`src/ipv4_wildcard_best_match_table_macros.svh`:
```
// assertion macros shared by the table rtl
`ifndef IPV4_WILDCARD_BEST_MATCH_TABLE_MACROS_SVH
`define IPV4_WILDCARD_BEST_MATCH_TABLE_MACROS_SVH

// same-cycle implication, reset masked
`define IWBM_ASSERT_SAME(label, ante, cons, msg) \
  label: assert property (@(posedge clk) disable iff (!rst_n) (ante) |-> (cons)) \
    else $error(msg);

// next-cycle implication, reset masked
`define IWBM_ASSERT_NEXT(label, ante, cons, msg) \
  label: assert property (@(posedge clk) disable iff (!rst_n) (ante) |=> (cons)) \
    else $error(msg);

`endif

```
`src/iwbm_pkg.sv`:
```
// shared types, constants and scoring functions for the ipv4 wildcard table
package iwbm_pkg;

  localparam int TableDepth = 16;
  localparam int IdxW       = $clog2(TableDepth);
  localparam int CntW       = $clog2(TableDepth + 1);
  localparam int OctW       = 8;
  localparam int NumOct     = 4;
  localparam int AddrW      = OctW * NumOct;
  localparam int InDataW    = 40;
  localparam int OutDataW   = 48;

  localparam logic [1:0] OP_ADD    = 2'd0;
  localparam logic [1:0] OP_REMOVE = 2'd1;
  localparam logic [1:0] OP_LOOKUP = 2'd2;

  localparam logic [1:0] STATUS_DONE = 2'd0;
  localparam logic [1:0] STATUS_FULL = 2'd1;
  localparam logic [1:0] STATUS_MISS = 2'd2;

  localparam logic [2:0] SCORE_MAX = 3'd4;

  typedef struct packed {
    logic [AddrW-1:0]  octets;
    logic [NumOct-1:0] wild;
  } entry_t;

  localparam int EntryW = $bits(entry_t);

  // leading octets that agree, wildcard on either side agrees
  function automatic logic [2:0] score_entry(entry_t e, logic [AddrW-1:0] qa,
                                             logic [NumOct-1:0] qw);
    logic [2:0] s;
    logic       hit;
    s   = SCORE_MAX;
    hit = 1'b0;
    for (int k = 0; k < NumOct; k++) begin
      if (!hit && !e.wild[NumOct-1-k] && !qw[NumOct-1-k] &&
          e.octets[AddrW-1-OctW*k -: OctW] != qa[AddrW-1-OctW*k -: OctW]) begin
        s   = 3'(k);
        hit = 1'b1;
      end
    end
    return s;
  endfunction

  // exact pattern equality, stored value of a wildcard octet ignored
  function automatic logic same_pattern(entry_t e, logic [AddrW-1:0] qa,
                                        logic [NumOct-1:0] qw);
    logic eq;
    eq = (e.wild == qw);
    for (int k = 0; k < NumOct; k++) begin
      if (!qw[NumOct-1-k] &&
          e.octets[AddrW-1-OctW*k -: OctW] != qa[AddrW-1-OctW*k -: OctW]) begin
        eq = 1'b0;
      end
    end
    return eq;
  endfunction

endpackage

```
`src/iwbm_ram.sv`:
```
// generic single-write, single-read ram with registered read data
module iwbm_ram #(
  parameter int WIDTH = 36,
  parameter int DEPTH = 16
) (
  input  logic                                   clk,
  input  logic                                   we,
  input  logic [((DEPTH > 1) ? $clog2(DEPTH) : 1)-1:0] waddr,
  input  logic [WIDTH-1:0]                       wdata,
  input  logic [((DEPTH > 1) ? $clog2(DEPTH) : 1)-1:0] raddr,
  output logic [WIDTH-1:0]                       rdata
);

  logic [WIDTH-1:0] mem [DEPTH];

  always_ff @(posedge clk) begin
    if (we) begin
      mem[waddr] <= wdata;
    end
    rdata <= mem[raddr];
  end

endmodule

```
`src/ipv4_wildcard_best_match_table.sv`:
```
// ipv4 wildcard pattern table with add, exact remove and best-match lookup
//
//   channel | dir | tdata fields (low bit up)                          | tlast | tuser
//   in_     | in  | op[1:0] address[33:2] wild_mask[37:34], pad to 40  | -     | -
//   out_    | out | status[1:0] score[4:2] match_address[36:5]
//           |     | match_wild[40:37], pad to 48                       | -     | -
//
// add: result register written on the transaction itself, free slot found by a priority encoder
// remove and lookup: one table entry per cycle through the ram read port,
// remove ends early at the first hit
// in_tready is high only in idle; a waiting result does not block the next transaction
// rst_n clears the slot valid bits and the sequencer, ram contents are left as they are
`include "ipv4_wildcard_best_match_table_macros.svh"

module ipv4_wildcard_best_match_table (
  input  logic                            clk,
  input  logic                            rst_n,
  input  logic                            in_tvalid,
  output logic                            in_tready,
  input  logic [iwbm_pkg::InDataW-1:0]    in_tdata,   // op, address, wild_mask
  output logic                            out_tvalid,
  input  logic                            out_tready,
  output logic [iwbm_pkg::OutDataW-1:0]   out_tdata   // status, score, match_address, match_wild
);

  typedef enum logic [1:0] {
    ST_IDLE,
    ST_SCAN,
    ST_PUSH
  } state_t;

  state_t                           state_r, state_nxt;
  logic [iwbm_pkg::TableDepth-1:0]  valid_r, valid_nxt;
  logic [iwbm_pkg::CntW-1:0]        rd_idx_r, rd_idx_nxt;
  logic [iwbm_pkg::IdxW-1:0]        cmp_idx_r, cmp_idx_nxt;
  logic                             cmp_vld_r, cmp_vld_nxt;
  logic                             found_r, found_nxt;
  logic [1:0]                       q_op_r, q_op_nxt;
  logic [iwbm_pkg::AddrW-1:0]       q_addr_r, q_addr_nxt;
  logic [iwbm_pkg::NumOct-1:0]      q_wild_r, q_wild_nxt;
  logic [1:0]                       res_status_r, res_status_nxt;
  logic [2:0]                       res_score_r, res_score_nxt;
  logic [iwbm_pkg::AddrW-1:0]       res_addr_r, res_addr_nxt;
  logic [iwbm_pkg::NumOct-1:0]      res_wild_r, res_wild_nxt;
  logic                             out_tvalid_r, out_tvalid_nxt;
  logic [iwbm_pkg::OutDataW-1:0]    out_tdata_r, out_tdata_nxt;

  logic                             in_fire;
  logic [1:0]                       in_op;
  logic [iwbm_pkg::AddrW-1:0]       in_addr;
  logic [iwbm_pkg::NumOct-1:0]      in_wild;
  logic                             any_free;
  logic [iwbm_pkg::IdxW-1:0]        free_idx;
  logic                             ram_we;
  iwbm_pkg::entry_t                 ram_wdata;
  iwbm_pkg::entry_t                 ram_rdata;
  logic [iwbm_pkg::EntryW-1:0]      ram_rdata_raw;
  logic [2:0]                       cur_score;
  logic                             cur_same;
  logic                             cmp_last;

  assign in_tready = (state_r == ST_IDLE);
  assign in_fire   = in_tvalid & in_tready;
  assign in_op     = in_tdata[1:0];
  assign in_addr   = in_tdata[33:2];
  assign in_wild   = in_tdata[37:34];

  assign out_tvalid = out_tvalid_r;
  assign out_tdata  = out_tdata_r;

  // lowest free slot
  always_comb begin
    any_free = 1'b0;
    free_idx = '0;
    for (int i = iwbm_pkg::TableDepth - 1; i >= 0; i--) begin
      if (!valid_r[i]) begin
        any_free = 1'b1;
        free_idx = iwbm_pkg::IdxW'(i);
      end
    end
  end

  assign ram_we    = in_fire && (in_op == iwbm_pkg::OP_ADD) && any_free;
  assign ram_wdata = '{octets: in_addr, wild: in_wild};
  assign ram_rdata = iwbm_pkg::entry_t'(ram_rdata_raw);

  iwbm_ram #(
    .WIDTH (iwbm_pkg::EntryW),
    .DEPTH (iwbm_pkg::TableDepth)
  ) u_entries (
    .clk   (clk),
    .we    (ram_we),
    .waddr (free_idx),
    .wdata (ram_wdata),
    .raddr (rd_idx_r[iwbm_pkg::IdxW-1:0]),
    .rdata (ram_rdata_raw)
  );

  assign cur_score = iwbm_pkg::score_entry(ram_rdata, q_addr_r, q_wild_r);
  assign cur_same  = iwbm_pkg::same_pattern(ram_rdata, q_addr_r, q_wild_r);
  assign cmp_last  = (cmp_idx_r == iwbm_pkg::IdxW'(iwbm_pkg::TableDepth - 1));

  always_comb begin
    state_nxt      = state_r;
    valid_nxt      = valid_r;
    rd_idx_nxt     = rd_idx_r;
    cmp_idx_nxt    = cmp_idx_r;
    cmp_vld_nxt    = cmp_vld_r;
    found_nxt      = found_r;
    q_op_nxt       = q_op_r;
    q_addr_nxt     = q_addr_r;
    q_wild_nxt     = q_wild_r;
    res_status_nxt = res_status_r;
    res_score_nxt  = res_score_r;
    res_addr_nxt   = res_addr_r;
    res_wild_nxt   = res_wild_r;
    out_tvalid_nxt = out_tvalid_r & ~out_tready;
    out_tdata_nxt  = out_tdata_r;

    case (state_r)
      ST_IDLE: begin
        if (in_fire) begin
          q_op_nxt       = in_op;
          q_addr_nxt     = in_addr;
          q_wild_nxt     = in_wild;
          res_status_nxt = iwbm_pkg::STATUS_MISS;
          res_score_nxt  = '0;
          res_addr_nxt   = '0;
          res_wild_nxt   = '0;
          found_nxt      = 1'b0;
          rd_idx_nxt     = '0;
          cmp_vld_nxt    = 1'b0;
          case (in_op)
            iwbm_pkg::OP_ADD: begin
              if (any_free) begin
                valid_nxt[free_idx] = 1'b1;
                res_status_nxt      = iwbm_pkg::STATUS_DONE;
              end else begin
                res_status_nxt = iwbm_pkg::STATUS_FULL;
              end
              state_nxt = ST_PUSH;
            end
            iwbm_pkg::OP_REMOVE: state_nxt = ST_SCAN;
            iwbm_pkg::OP_LOOKUP: state_nxt = ST_SCAN;
            default:             state_nxt = ST_PUSH;
          endcase
        end
      end
      ST_SCAN: begin
        cmp_vld_nxt = (rd_idx_r < iwbm_pkg::CntW'(iwbm_pkg::TableDepth));
        cmp_idx_nxt = rd_idx_r[iwbm_pkg::IdxW-1:0];
        if (cmp_vld_nxt) begin
          rd_idx_nxt = rd_idx_r + 1'b1;
        end
        if (cmp_vld_r) begin
          if (cmp_last) begin
            state_nxt = ST_PUSH;
          end
          if (valid_r[cmp_idx_r]) begin
            if (q_op_r == iwbm_pkg::OP_REMOVE) begin
              if (cur_same) begin
                valid_nxt[cmp_idx_r] = 1'b0;
                res_status_nxt       = iwbm_pkg::STATUS_DONE;
                state_nxt            = ST_PUSH;
              end
            end else if (!found_r || cur_score > res_score_r) begin
              found_nxt      = 1'b1;
              res_status_nxt = iwbm_pkg::STATUS_DONE;
              res_score_nxt  = cur_score;
              res_addr_nxt   = ram_rdata.octets;
              res_wild_nxt   = ram_rdata.wild;
            end
          end
        end
      end
      ST_PUSH: begin
        if (!out_tvalid_r || out_tready) begin
          out_tvalid_nxt = 1'b1;
          out_tdata_nxt  = iwbm_pkg::OutDataW'({res_wild_r, res_addr_r,
                                                res_score_r, res_status_r});
          state_nxt      = ST_IDLE;
        end
      end
      default: state_nxt = ST_IDLE;
    endcase
  end

  always_ff @(posedge clk) begin
    cmp_idx_r    <= cmp_idx_nxt;
    rd_idx_r     <= rd_idx_nxt;
    found_r      <= found_nxt;
    q_op_r       <= q_op_nxt;
    q_addr_r     <= q_addr_nxt;
    q_wild_r     <= q_wild_nxt;
    res_status_r <= res_status_nxt;
    res_score_r  <= res_score_nxt;
    res_addr_r   <= res_addr_nxt;
    res_wild_r   <= res_wild_nxt;
    out_tdata_r  <= out_tdata_nxt;
    if (!rst_n) begin
      state_r      <= ST_IDLE;
      valid_r      <= '0;
      cmp_vld_r    <= 1'b0;
      out_tvalid_r <= 1'b0;
    end else begin
      state_r      <= state_nxt;
      valid_r      <= valid_nxt;
      cmp_vld_r    <= cmp_vld_nxt;
      out_tvalid_r <= out_tvalid_nxt;
    end
  end

  `IWBM_ASSERT_NEXT(a_add_takes_slot,
    in_fire && (in_op == iwbm_pkg::OP_ADD) && any_free,
    $countones(valid_r) == $countones($past(valid_r)) + 1,
    "add did not occupy exactly one slot")

  `IWBM_ASSERT_SAME(a_lookup_miss_empty,
    (state_r == ST_PUSH) && (q_op_r == iwbm_pkg::OP_LOOKUP) &&
      (res_status_r == iwbm_pkg::STATUS_MISS),
    valid_r == '0,
    "lookup missed on a non-empty table")

  `IWBM_ASSERT_SAME(a_score_range,
    out_tvalid_r,
    out_tdata_r[4:2] <= iwbm_pkg::SCORE_MAX,
    "score above octet count")

  `IWBM_ASSERT_NEXT(a_full_keeps_table,
    in_fire && (in_op == iwbm_pkg::OP_ADD) && !any_free,
    valid_r == $past(valid_r),
    "table changed on a full add")

endmodule
```
`config.mk`:
```
export PLATFORM = sky130hd
export DESIGN_NAME = ipv4_wildcard_best_match_table
export DESIGN_NICKNAME = d
export VERILOG_FILES = /design/src/iwbm_pkg.sv /design/src/iwbm_ram.sv /design/src/ipv4_wildcard_best_match_table.sv
export VERILOG_INCLUDE_DIRS = /design/src /design/src/src
export SDC_FILE = /design/constraint.sdc
export NUM_CORES = 1
export LEC_CHECK = 0
export ABC_AREA = 0
export BUFFER_PORTS_ARGS = -buffer_cell sky130_fd_sc_hd__buf_2
export CORE_UTILIZATION = 50
export CTS_BUF_LIST = sky130_fd_sc_hd__clkbuf_4
export CTS_CLUSTER_SIZE = 25
export DETAILED_ROUTE_END_ITERATION = 6
export PLACE_DENSITY = 0.66
export SLEW_MARGIN = 5
export SYNTH_ARGS = -nofsm -noshare
export SYNTH_HDL_FRONTEND = slang
export SYNTH_SLANG_ARGS = --single-unit
```
`constraint.sdc`:
```
create_clock -name clk -period 18 [get_ports clk]
set_input_delay 3.6 -clock clk [delete_from_list [all_inputs] [get_ports clk]]
set_output_delay 3.6 -clock clk [all_outputs]
set_load 0.01 [all_outputs]
```
* Word-level counts from Yosys, hierarchy flattened
Memories as Yosys holds them, arrays and structs flattened. A register that Yosys moved wholly into a read port is not among the register bits. Index checks and enable logic that the tools add are counted.
Cells by class: $add $sub $neg 1, $lt $le $gt $ge 6, equality and inequality tests 24, multiplexer cells 107, bitwise gates (word level) 6, reduce and logical (&&, ||, !) cells 46
Operator list (number):
- 32-bit two-way mux | 5
- 16-bit two-way mux | 7
- 4-bit two-way mux | 21
- 32-bit one-hot mux with 2 select lines | 1
- 1-bit two-way mux | 36
- 8-bit inequality test | 4
- 16-bit one-hot mux with 2 select lines | 1
- 2-bit two-way mux | 15
- 3-bit two-way mux | 9
- 1-bit logical AND | 19
- 16-bit bitwise AND | 1
- 2-bit inequality test (second input constant) | 8
- 16-bit inverter | 1
- 16-bit bitwise OR | 1
- 1-bit logical NOT | 13
- 6-bit AND reduction | 2
- 4-bit by 5-bit less-than comparator with 1-bit output (second input constant) | 2
- 5-bit two-way mux | 2
- 5-bit one-hot mux with 2 select lines | 1
- 1-bit demux with 4-bit select | 2
- 4-bit by 1-bit greater-or-equal comparator with 1-bit output (second input constant) | 2
- 4-bit one-hot mux with 2 select lines | 1
- 8-bit AND reduction | 1
- 2-bit by 1-bit equality test with 1-bit output (second input constant) | 3
- 21 further kinds | 32
Word-level totals: register bits 150, RAM bits 576, bits of input ports 44, output and inout bits 50, word-level logic and storage cells 206, memories 1
Memory list:
- u_entries.mem | depth 16, width 36, rd ports 1, clocked after memory_dff 1, wr ports 1, line iwbm_ram.sv:14 | logic [WIDTH-1:0] mem [DEPTH];

* Depth between registers and ports, before layout
Gate-level depths: netlist of run 1.
depth in word-level cells 26, depth in mapped cells 13

* By module
A second synthesis of run 1 with hierarchy kept.
Unflattened totals: cells, all modules 1392, area total of the unflattened synthesis 28752.6 um^2
Modules (own cells, without submodules):
- iwbm_ram | instances 1, cells an instance 938, area each 22320.2 um^2
- ipv4_wildcard_best_match_table | instances 1, cells an instance 454, area each 6432.4 um^2

* Least setup slack after synthesis of run 1
OpenSTA, ideal clock, no wires.
path kind input to register, from input in_tvalid, to memory u_entries.mem[3][0], enable pin, data arrival time 8391 ps, required time 17478 ps, path slack 9088 ps, cell stages on the path 4, buffers on the path 0, cell sequence nand2_1 > inv_1 > nand2_1 > nor4_1
Between the ends: word-level cells in the longest chain between the ends 5
Ends and longest elaborated chain:
- from (decl) | line ipv4_wildcard_best_match_table.sv:18 | input logic in_tvalid,
- 1-bit bitwise AND | line ipv4_wildcard_best_match_table.sv:63 | assign in_fire = in_tvalid & in_tready;
- 1-bit logical AND (2 in series) | line ipv4_wildcard_best_match_table.sv:83 | assign ram_we = in_fire && (in_op == iwbm_pkg::OP_ADD) && any_free;
- 1-bit two-way mux | line iwbm_ram.sv:17 | if (we) begin
- 1-bit two-way mux (implied by the code) | line iwbm_ram.sv:18 | mem[waddr] <= wdata;
- to (decl) | line iwbm_ram.sv:14
Every way passes these cells.

* Worst setup path in the final report of run 1
from input in_tvalid, to memory u_entries.mem[12][21], enable pin
The elaborated chain is that of the path after synthesis.

==> results of run 1 <==
-- area by class of cell --
class	count	share of cell area [%]
Antenna cell	3	0.0231
Clock buffer	278	6.43
Clock inverter	73	1.25
Inverter	12	0.139
Multi-Input combinational cell	460	18.4
Sequential cell	762	68.8
Tap cell	756	2.91
Timing Repair Buffer	114	2.03
-- stage by stage --
step | util (%) | instances | setup slack, ns | total power, uW
floorplan | - | 1294 | 9.09 | 2420
global placement | 53.2 | 2104 | 10.96 | 2570
detailed placement | 53.2 | 2104 | 10.92 | 2570
CTS | 57.7 | 2455 | 12.05 | 4020
global route | 57.7 | 2458 | 11.88 | 4140
finish | 57.7 | 2458 | 11.94 | 3960
-- per-layer routing --
| metal | routed length [um] | global-route usage (%) | up-vias |
|---|---|---|---|
| li1 | - | - | 5978 |
| met1 | 25700 | 31.1 | 7193 |
| met2 | 28900 | 33.1 | 542 |
| met3 | 4430 | 6.10 | 103 |
| met4 | 1170 | 7.41 | 2 |
| met5 | 17 | 0 | - |
-- worst min path at each step --
| stage | to | slack (ns) | cells after the start | from |
|---|---|---|---|---|
| 5_1_grt | out_tdata[29] | 0.42 | 0 | res_addr_r[24] |
| 3_5_place_dp | out_tdata[16] | 0.40 | 0 | res_addr_r[11] |
| 4_1_cts | out_tdata[5] | 0.41 | 0 | res_addr_r[0] |
| 3_3_place_gp | out_tdata[18] | 0.40 | 0 | res_addr_r[13] |
| 6_report | out_tdata[29] | 0.41 | 0 | res_addr_r[24] |
| 2_1_floorplan | out_tdata[0] | 0.40 | 0 | res_status_r[0] |
-- sequential cells by signal, summed over array words and instances (netlist names) --
| name | count |
|---|---|
| cmp_idx_r | 4 |
| cmp_vld_r | 1 |
| found_r | 1 |
| out_tdata | 41 |
| out_tvalid | 1 |
| q_addr_r | 32 |
| q_op_r | 2 |
| q_wild_r | 4 |
| rd_idx_r | 5 |
| res_addr_r | 32 |
| res_score_r | 3 |
| res_status_r | 2 |
| res_wild_r | 4 |
| state_r | 2 |
| u_entries.mem | 576 |
| u_entries.rdata | 36 |
| valid_r | 16 |
-- worst reg2reg max path, cell delays in order, from the launching register on --
cell	delay, ns
edfxtp_1	0.38
xor2_1	0.20
nor4_1	0.51
a41o_1	0.38
nor2_1	0.09
o32ai_1	0.28
nand2_1	0.13
ha_1	0.19
nor2b_1	0.11
o21a_1	0.11
o21ai_0	0.07
nand2_1	0.07
a21oi_1	0.14
nor2_4	0.43
buf_4	0.57
-- cell families after synthesis --
group           after synthesis
xor+xnor                     38
buf+inv                      72
other cells                   1
simple gates                157
mux                         187
flops                       762
compound gates               65
fa+ha+maj                     6
-- power by group --
group	leakage [uW]	total [uW]	internal [uW]	switching, uW
clock	0.00147	1440	769	670
combinational	0.00232	455	220	235
sequential	0.00688	2070	2020	48.4
total	0.0107	3960	3010	954
-- layout by cell type (no fill, tap or decap), types with 22 or more instances in the layout --
cell type,Yosys,layout
edfxtp_1,706,706
clkbuf_4,0,278
mux4_2,184,184
buf_2,2,84
dfxtp_1,56,56
clkinv_1,0,50
and2_1,39,39
nor2_1,43,36
xor2_1,29,29
buf_4,8,29
nand2_1,22,22
==> flow_metrics.py, run 1 <==
metrics = {
    "outcome": {
        "outcome": "finished, violations left",
        "violations": "design-rule violations",
    },
    "synth": {
        "synth_common_cells": "706 x edfxtp_1, 184 x mux4_2, 56 x dfxtp_1, 43 x nor2_1, 39 x and2_1",
        "syn_inst": 1288,
        "synth_area_per_cell_um2": 22.1,
        "synth.area.top_cells": "edfxtp_1 74%, mux4_2 15%, dfxtp_1 3.9%",
        "synth_most_common_cell": "edfxtp_1",
        "synthArstFlopShare_pct": 0,
        "synth_seq_cells": 762,
        "muxShareOfSynthArea_pct": 14.7,
        "synth_top_area_share_pct": 74.5,
        "synth_top_family_by_area": "multiplexers",
        "yosys.area_share.simple_pct": 2.93,
        "synth_compound_area_share_pct": 1.43,
        "synth_top_area_cell": "edfxtp_1",
        "yosysWarnings": 0,
        "ys.flop_type": "edfxtp_1",
        "synth-seq-area-share_pct": 78.4,
        "ys_types": 47,
        "synth_area_um2": 28500,
        "synth_edf_count": 706,
        "synthAdderAreaFrac_pct": 0.264,
        "synth-xor-area-share_pct": 1.17,
    },
    "cells_and_area": {
        "layout-drive-gt1-share_pct": 37.0,
        "register_area_um2": 22300,
        "layout.nets": 1585,
        "area_growth_syn_to_layout_pct": 14.0,
        "n_fill_cell": 4240,
        "finalInstanceArea_um2": 32500,
        "multiInputGateArea_um2": 5980,
    },
    "detailed_routing": {
        "antenna_left": 0,
        "firstDrtPassIters": 7,
        "drtIter0Drc": 1291,
        "wirelength_mm": 60.2,
        "vias": 13818,
        "vias_per_cell": 5.62,
        "drc": 1,
        "detail_route.wl_per_cell_um": 24.5,
    },
    "critical_path": {
        "worstPathRequired_ns": 18.62,
        "endpoint": "u_entries.mem[12][21]",
        "path_delay_family": "buffers and inverters",
        "critPathLaunch": "in_tvalid",
        "crit_type": "input port to flop",
        "startpoint_type": "input port",
        "crit_buf_inv": 4,
        "arrival_ns": 6.68,
        "r2r_setup_slack_ns": 13.93,
        "slowest_delay_ns": 0.82,
        "crit_chain": "buf_2 > nand2_1 > inv_2 > buf_4 > and2_1 > nand3_1 > a21oi_4 > buf_4",
        "crit_path_end_kind": "flop",
        "regToRegStartpoint": "q_addr_r[15]",
        "crit_path_frequent_cell": "buf_4",
        "slowest_stage": "a21oi_4",
        "worstReg2RegEnd": "res_addr_r[17]",
        "path_depth": 8,
        "cp_max_fo": 30,
        "worst-r2r-cell-count": 14,
    },
    "global_routing": {
        "grt_max_degree": 148,
        "antenna_found_initial": 5,
        "grt_pass1_vias": 14223,
        "gr-total-overflow": 0,
        "gr-usage-all-layers_pct": 21.9,
        "grt_pass1_wl_mm": 89.0,
    },
    "floorplan": {
        "fp.dieH_um": 241,
        "die_area_um2": 57900,
        "ios": 94,
        "dieWidth_um": 241,
        "initial_utilization_pct": 50.6,
        "core-area_um2": 56300,
        "rows": 87,
    },
    "sta": {
        "skew_ns": 0.0519,
        "slew_headroom_pct": 29.6,
        "grt_setup_unrepaired": "no",
        "hold_viol_final": 0,
        "setup_viol": 0,
        "slew_viol_final": 0,
        "tightest_slew_ns": 1.06,
        "tns_ns": 0,
        "fin_crit_ns": 6.06,
        "fin_hold_ws_ns": 0.409,
        "final.period_utilization_pct": 33.7,
        "clock.fmax_mhz": 165,
    },
    "power": {
        "ir_drop_uv": 60.7,
        "p_per_area_nw_per_um2": 122,
        "power_leakage_uw": 0.0107,
    },
    "clock_tree": {
        "cts_made_buffers": 185,
        "cts_max_level": 4,
        "cts_root_buffer": "clkbuf_4",
        "clock_path_buffers": 3,
        "cts_resized": 0,
        "cts_setup_buffers": 0,
        "cts_hold_buffers": 0,
        "cts_tree": "yes",
        "clk_pin_slew_worst_paths_ns": 0.07,
        "cts_sinks": 762,
        "clk_latency_ns": 1.01,
    },
    "min_path": {
        "hp-class": "flop to flop",
    },
    "placed_design": {
        "dp_hpwl_mm": 30.1,
        "portBuffers": 84,
        "placed_cell_area_um2": 30000,
        "gp_congestion": 0.812,
    },
    "flow_run": {
        "cap_violations": 0,
    },
}
Power figures use the tool's default switching activity.
==> run 2, diff against run 1 <==
==> constraint.sdc (replaced) <==
create_clock -name clk -period 5.9 [get_ports clk]
set_input_delay 1.18 -clock clk [delete_from_list [all_inputs] [get_ports clk]]
set_output_delay 1.18 -clock clk [all_outputs]
set_load 0.01 [all_outputs]
==> run 2 against run 1 <==
Effect of this change: the run still ends with design-rule violations left; routed wire length increased by 1.7%; clock-buffer cell count up 23; utilization up 0.29 points; critical path type is now flop to flop; combinational power grew to 3.1 times the previous value.
==> flow_metrics.py, run 2 (same netlist as run 1, synthesis figures left out) <==
metrics = {
    "outcome": {
        "outcome": "finished, violations left",
        "violations": "design-rule violations",
    },
    "clock_tree": {
        "cts_resized": 0,
        "cts_hold_buffers": 0,
        "cts_sinks": 762,
        "clock_path_buffers": 3,
        "cts_setup_buffers": 0,
        "clk_latency_ns": 1.02,
        "clk_pin_slew_worst_paths_ns": 0.07,
        "cts_tree": "yes",
        "cts_root_buffer": "clkbuf_4",
        "cts_made_buffers": 188,
        "cts_max_level": 4,
    },
    "power": {
        "ir_drop_uv": 192,
        "power.switching_uw": 2920,
        "p_sw_share_pct": 23.8,
        "power_leakage_uw": 0.0108,
        "pwr-share-clk_pct": 37.3,
        "combPwrFrac_pct": 11.4,
        "p_int_uw": 9370,
        "p_seq_share_pct": 51.4,
        "p_per_area_nw_per_um2": 377,
    },
    "detailed_routing": {
        "firstDrtPassIters": 7,
        "drtIter0Drc": 1237,
        "drc": 4,
        "vias": 13729,
        "detail_route.wl_per_cell_um": 24.9,
        "wirelength_mm": 61.2,
        "vias_per_cell": 5.59,
        "antenna_left": 0,
    },
    "floorplan": {
        "initial_utilization_pct": 50.6,
        "fp.dieH_um": 241,
        "ios": 94,
        "die_area_um2": 57900,
        "core-area_um2": 56300,
        "rows": 87,
        "dieWidth_um": 241,
    },
    "cells_and_area": {
        "largest_reg_flops": 576,
        "finalInstanceArea_um2": 32600,
        "area_growth_syn_to_layout_pct": 14.6,
        "layout.nets": 1592,
        "top_register": "u_entries.mem",
        "layout.cells.most_common_list": "706 x edfxtp_1, 301 x clkbuf_4, 184 x mux4_2, 84 x buf_2, 56 x dfxtp_1",
        "layout-drive-gt1-share_pct": 38.2,
        "final_common_cell": "edfxtp_1",
    },
    "min_path": {
        "hp-class": "flop to flop",
        "min-delay-start": "res_addr_r[0]",
        "min_to": "out_tdata[5]",
        "hold_depth": 0,
    },
    "sta": {
        "slew_headroom_pct": 28.8,
        "clock.fmax_mhz": 246,
        "fin_crit_ns": 4.07,
        "hold_viol_final": 0,
        "grt_setup_unrepaired": "no",
        "tightest_slew_ns": 1.07,
        "tns_ns": 0,
        "final.period_utilization_pct": 69.0,
        "setup_viol": 0,
        "slew_viol_final": 0,
        "skew_ns": 0.0743,
    },
    "critical_path": {
        "slowest_stage": "nor2_4",
        "worstPathRequired_ns": 6.53,
        "crit_chain": "xor2_1 > nor4_1 > a41o_1 > o21ai_0 > nor2_1 > ha_1 > nor2b_1 > o21a_1 > o21ai_0 > nand2_1 > a21oi_1 > nor2_4 > buf_4",
        "regToRegStartpoint": "q_addr_r[20]",
        "r2r_setup_slack_ns": 1.83,
        "worstReg2RegEnd": "res_addr_r[12]",
        "startpoint_type": "flop",
        "crit_type": "flop to flop",
        "crit_path_end_kind": "flop",
        "arrival_ns": 4.70,
        "worst-r2r-cell-count": 13,
        "crit_path_frequent_cell": "o21ai_0",
        "cp_max_fo": 21,
        "slowest_delay_ns": 0.71,
    },
    "flow_run": {
        "cap_violations": 0,
    },
    "global_routing": {
        "gr-total-overflow": 0,
        "antenna_found_initial": 5,
        "grt_pass1_vias": 14362,
        "gr-usage-all-layers_pct": 22.1,
        "grt_pass1_wl_mm": 89.9,
        "grt_max_degree": 148,
    },
    "placed_design": {
        "portBuffers": 84,
        "placed_cell_area_um2": 30000,
        "dp_hpwl_mm": 32.0,
        "gp_congestion": 0.833,
    },
}
-- run 2: changes by cell type in the layout (fill, tap and decap cells not counted), moves of 3 or more --
| cell | previous run | this run |
|---|---|---|
| clkinv_2 | 10 | 4 |
| clkinv_1 | 50 | 27 |
| clkbuf_4 | 278 | 301 |
| buf_12 | 1 | 5 |
| clkinvlp_4 | 4 | 1 |
-- run 2: how the worst max path moves through the flow --
stage               slack, ns  depth (start not counted)                  end         start
floorplan                0.22                          6           valid_r[1]     in_tvalid
global placement         1.82                         13        res_addr_r[8]  q_addr_r[20]
detailed placement       1.83                          8  u_entries.mem[8][6]     in_tvalid
CTS                      1.75                         13       res_addr_r[12]  q_addr_r[20]
global route             1.55                         14       res_addr_r[12]  q_addr_r[15]
finish                   1.83                         13       res_addr_r[12]  q_addr_r[20]
-- run 2: critical path, delay by kind of cell (launching register included) --
family,cells,cell delay [ns]
buffers and inverters,1,0.44
and+or+nand+nor,5,1.64
xor gates and xnor gates,1,0.18
adders and majority gates,1,0.14
AOI/OAI and AO/OA,5,0.88
DFF,1,0.39
-- run 2: layout make-up --
| cell class | instances | area [um^2] |
|---|---|---|
| Fill cell | 4180 | 23700 |
| Tap cell | 756 | 946 |
| Clock inverter | 43 | 307 |
| Antenna cell | 4 | 10.0 |
| Clock buffer | 301 | 2260 |
| Inverter | 12 | 45.0 |
| Timing Repair Buffer | 118 | 738 |
| Multi-Input combinational cell | 460 | 5990 |
| Sequential cell | 762 | 22300 |
-- run 2: metrics by stage --
stage	std cells	hold slack (ns)	setup slack (ns)	power [uW]	util, %
after floorplan	1294	0.400	0.221	7400	-
after global placement	2108	0.401	1.82	7830	53.4
after detailed placement	2108	0.405	1.83	7850	53.4
after CTS	2452	0.335	1.75	12400	57.9
after global routing	2455	0.351	1.55	12800	58.0
final	2456	0.405	1.83	12300	58.0
-- run 2: power groups by stage --
stage          clock (uW)  combinational, uW  sequential [uW]
6_report             4580               1400             6320
3_3_place_gp            0               1410             6420
4_1_cts              4700               1430             6320
2_1_floorplan           0               1020             6380
5_1_grt              4960               1510             6330
3_5_place_dp            0               1420             6430
-- run 2: metal layers --
layer | track usage [%] | share of wire [%] | vias to the layer above
met5 | 0 | 0.013 | -
met4 | 7.68 | 1.6 | 2
met3 | 5.87 | 6.8 | 78
met2 | 34.8 | 49 | 519
met1 | 30.1 | 42 | 7175
li1 | - | - | 5955
==> run 3, diff against run 2 <==
==> constraint.sdc (replaced) <==
create_clock -name clk -period 3.8 [get_ports clk]
set_input_delay 0.76 -clock clk [delete_from_list [all_inputs] [get_ports clk]]
set_output_delay 0.76 -clock clk [all_outputs]
set_load 0.01 [all_outputs]
==> run 3 against run 2 <==
Effect of this change: clock skew is 0.017 ns lower; combinational power grew 57%; clock power grew 56%; final area increased by 1.1%; die area unchanged; register-to-register slack worse by 1.4 ns; largest power group unchanged; sequential share of layout area decreased by 0.72 points; the flow now finishes without violations; clock-buffer cell count down 12; first-iteration DRC count is 15% higher; worst setup slack got worse by 1.4 ns.
==> flow_metrics.py, run 3 (same netlist as run 1, synthesis figures left out) <==
metrics = {
    "cells_and_area": {
        "final_common_cell": "edfxtp_1",
        "layout.cells.most_common_list": "706 x edfxtp_1, 289 x clkbuf_4, 184 x mux4_2, 84 x buf_2, 56 x dfxtp_1",
        "layout.cells.non_filler": 2455,
        "layout.nets": 1597,
        "area_growth_syn_to_layout_pct": 15.8,
        "largest_reg_flops": 576,
        "top_register": "u_entries.mem",
        "layout-drive-gt1-share_pct": 38.0,
    },
    "clock_tree": {
        "cts_setup_buffers": 0,
        "clock_path_buffers": 3,
        "cts_root_buffer": "clkbuf_4",
        "cts_tree": "yes",
        "cts_max_level": 4,
        "clk_latency_ns": 1.01,
        "cts_sinks": 762,
        "clk_pin_slew_worst_paths_ns": 0.07,
        "cts_made_buffers": 183,
    },
    "floorplan": {
        "dieWidth_um": 241,
        "die_area_um2": 57900,
        "core-area_um2": 56300,
        "fp.dieH_um": 241,
        "rows": 87,
        "ios": 94,
        "initial_utilization_pct": 50.6,
    },
    "critical_path": {
        "r2r_setup_slack_ns": 0.41,
        "arrival_ns": 4.08,
        "startpoint_type": "flop",
        "crit_type": "flop to flop",
        "slowest_delay_ns": 0.38,
        "path_delay_family": "compound AO/OA/AOI/OAI gates",
        "worstPathRequired_ns": 4.49,
        "crit_path_end_kind": "flop",
        "cp_max_fo": 40,
        "crit_chain": "xor2_1 > nor4_1 > buf_4 > a41o_1 > o21ai_0 > nor2_1 > ha_1 > nor2b_1 > o21a_1 > o21ai_0 > nand2_1 > a21oi_1 > nor2_4 > buf_12",
        "crit_buf_inv": 2,
        "crit_path_frequent_cell": "o21ai_0",
        "slowest_stage": "edfxtp_1",
    },
    "detailed_routing": {
        "detail_route.wl_per_cell_um": 25.2,
        "antenna_left": 0,
        "drtIter0Drc": 1417,
        "vias_per_cell": 5.68,
        "vias": 13942,
        "drc": 0,
        "firstDrtPassIters": 5,
        "wirelength_mm": 61.8,
    },
    "global_routing": {
        "gr-usage-all-layers_pct": 22.6,
        "grt_max_degree": 65,
        "gr-total-overflow": 0,
        "grt_pass1_vias": 14353,
        "grt_pass1_wl_mm": 91.6,
        "antenna_found_initial": 5,
    },
    "power": {
        "ir_drop_uv": 299,
        "p_per_area_nw_per_um2": 582,
        "power_leakage_uw": 0.0109,
    },
    "outcome": {
        "outcome": "completed",
    },
    "sta": {
        "slew_viol_final": 0,
        "final.period_utilization_pct": 89.3,
        "slew_headroom_pct": 35.7,
        "clock.fmax_mhz": 295,
        "grt_setup_unrepaired": "no",
        "worst_slack_ns": 0.407,
        "tightest_slew_ns": 0.954,
        "setup_viol": 0,
        "skew_ns": 0.0569,
        "fin_crit_ns": 3.39,
        "tns_ns": 0,
        "hold_viol_final": 0,
    },
    "placed_design": {
        "placedCellCount": 2114,
        "dp_hpwl_mm": 30.2,
        "portBuffers": 84,
        "place_ws_ns": 0.397,
        "gp_congestion": 0.854,
    },
    "flow_run": {
        "cap_violations": 0,
    },
    "min_path": {
        "hp-class": "input port to flop",
    },
}
==> run 3: layer usage <==
layer	part of all wire, %	vias up	track usage, %	wire length, um
li1	-	5959	-	-
met3	8.2	85	6.16	5100
met1	43	7290	32.1	26300
met2	47	602	34.0	29300
met4	1.7	6	7.91	1060
met5	0.058	-	0	36
==> run 3: through the flow <==
stage	total power [uW]	instance area, um^2	utilization [%]	hold WS [ns]
finish	19200	33000	58.6	0.140
global route	20000	33000	58.6	0.0245
CTS	19400	33000	58.6	0.00521
detailed placement	12200	30300	53.9	0.405
global placement	12200	30300	53.9	0.401
floorplan	11500	28600	-	0.400
==> run 3: timing repair <==
item,in CTS,in global routing
hold endpoints to repair,4,0
resized for setup,0,0
hold buffers,4,0
==> run 3: where the power goes <==
group / switching (uW) / internal (uW)
Combinational: 1080 / 1110
Clock: 3150 / 3990
Sequential: 258 / 9580
==> run 3: worst paths after layout <==
| check | startpoint | end | cells past startpoint |
|---|---|---|---|
| setup / recovery | q_addr_r[20] | res_addr_r[22] | 14 |
| hold / removal | in_tdata[7] | u_entries.mem[0][9] | 1 |
| setup reg to reg | q_addr_r[20] | res_addr_r[22] | 14 |
| hold reg to reg | res_addr_r[14] | out_tdata[19] | 0 |
==> run 3: cell type report <==
type                       instances  area, um^2
fill                            4158       23300
sequential                       762       22300
multi-input combinational        460        6030
clock buffer                     289        2170
timing repair buffer             128        1050
tap                              756         946
clock inverter                    46         402
inverter                          12        45.0
antenna                            2        5.00
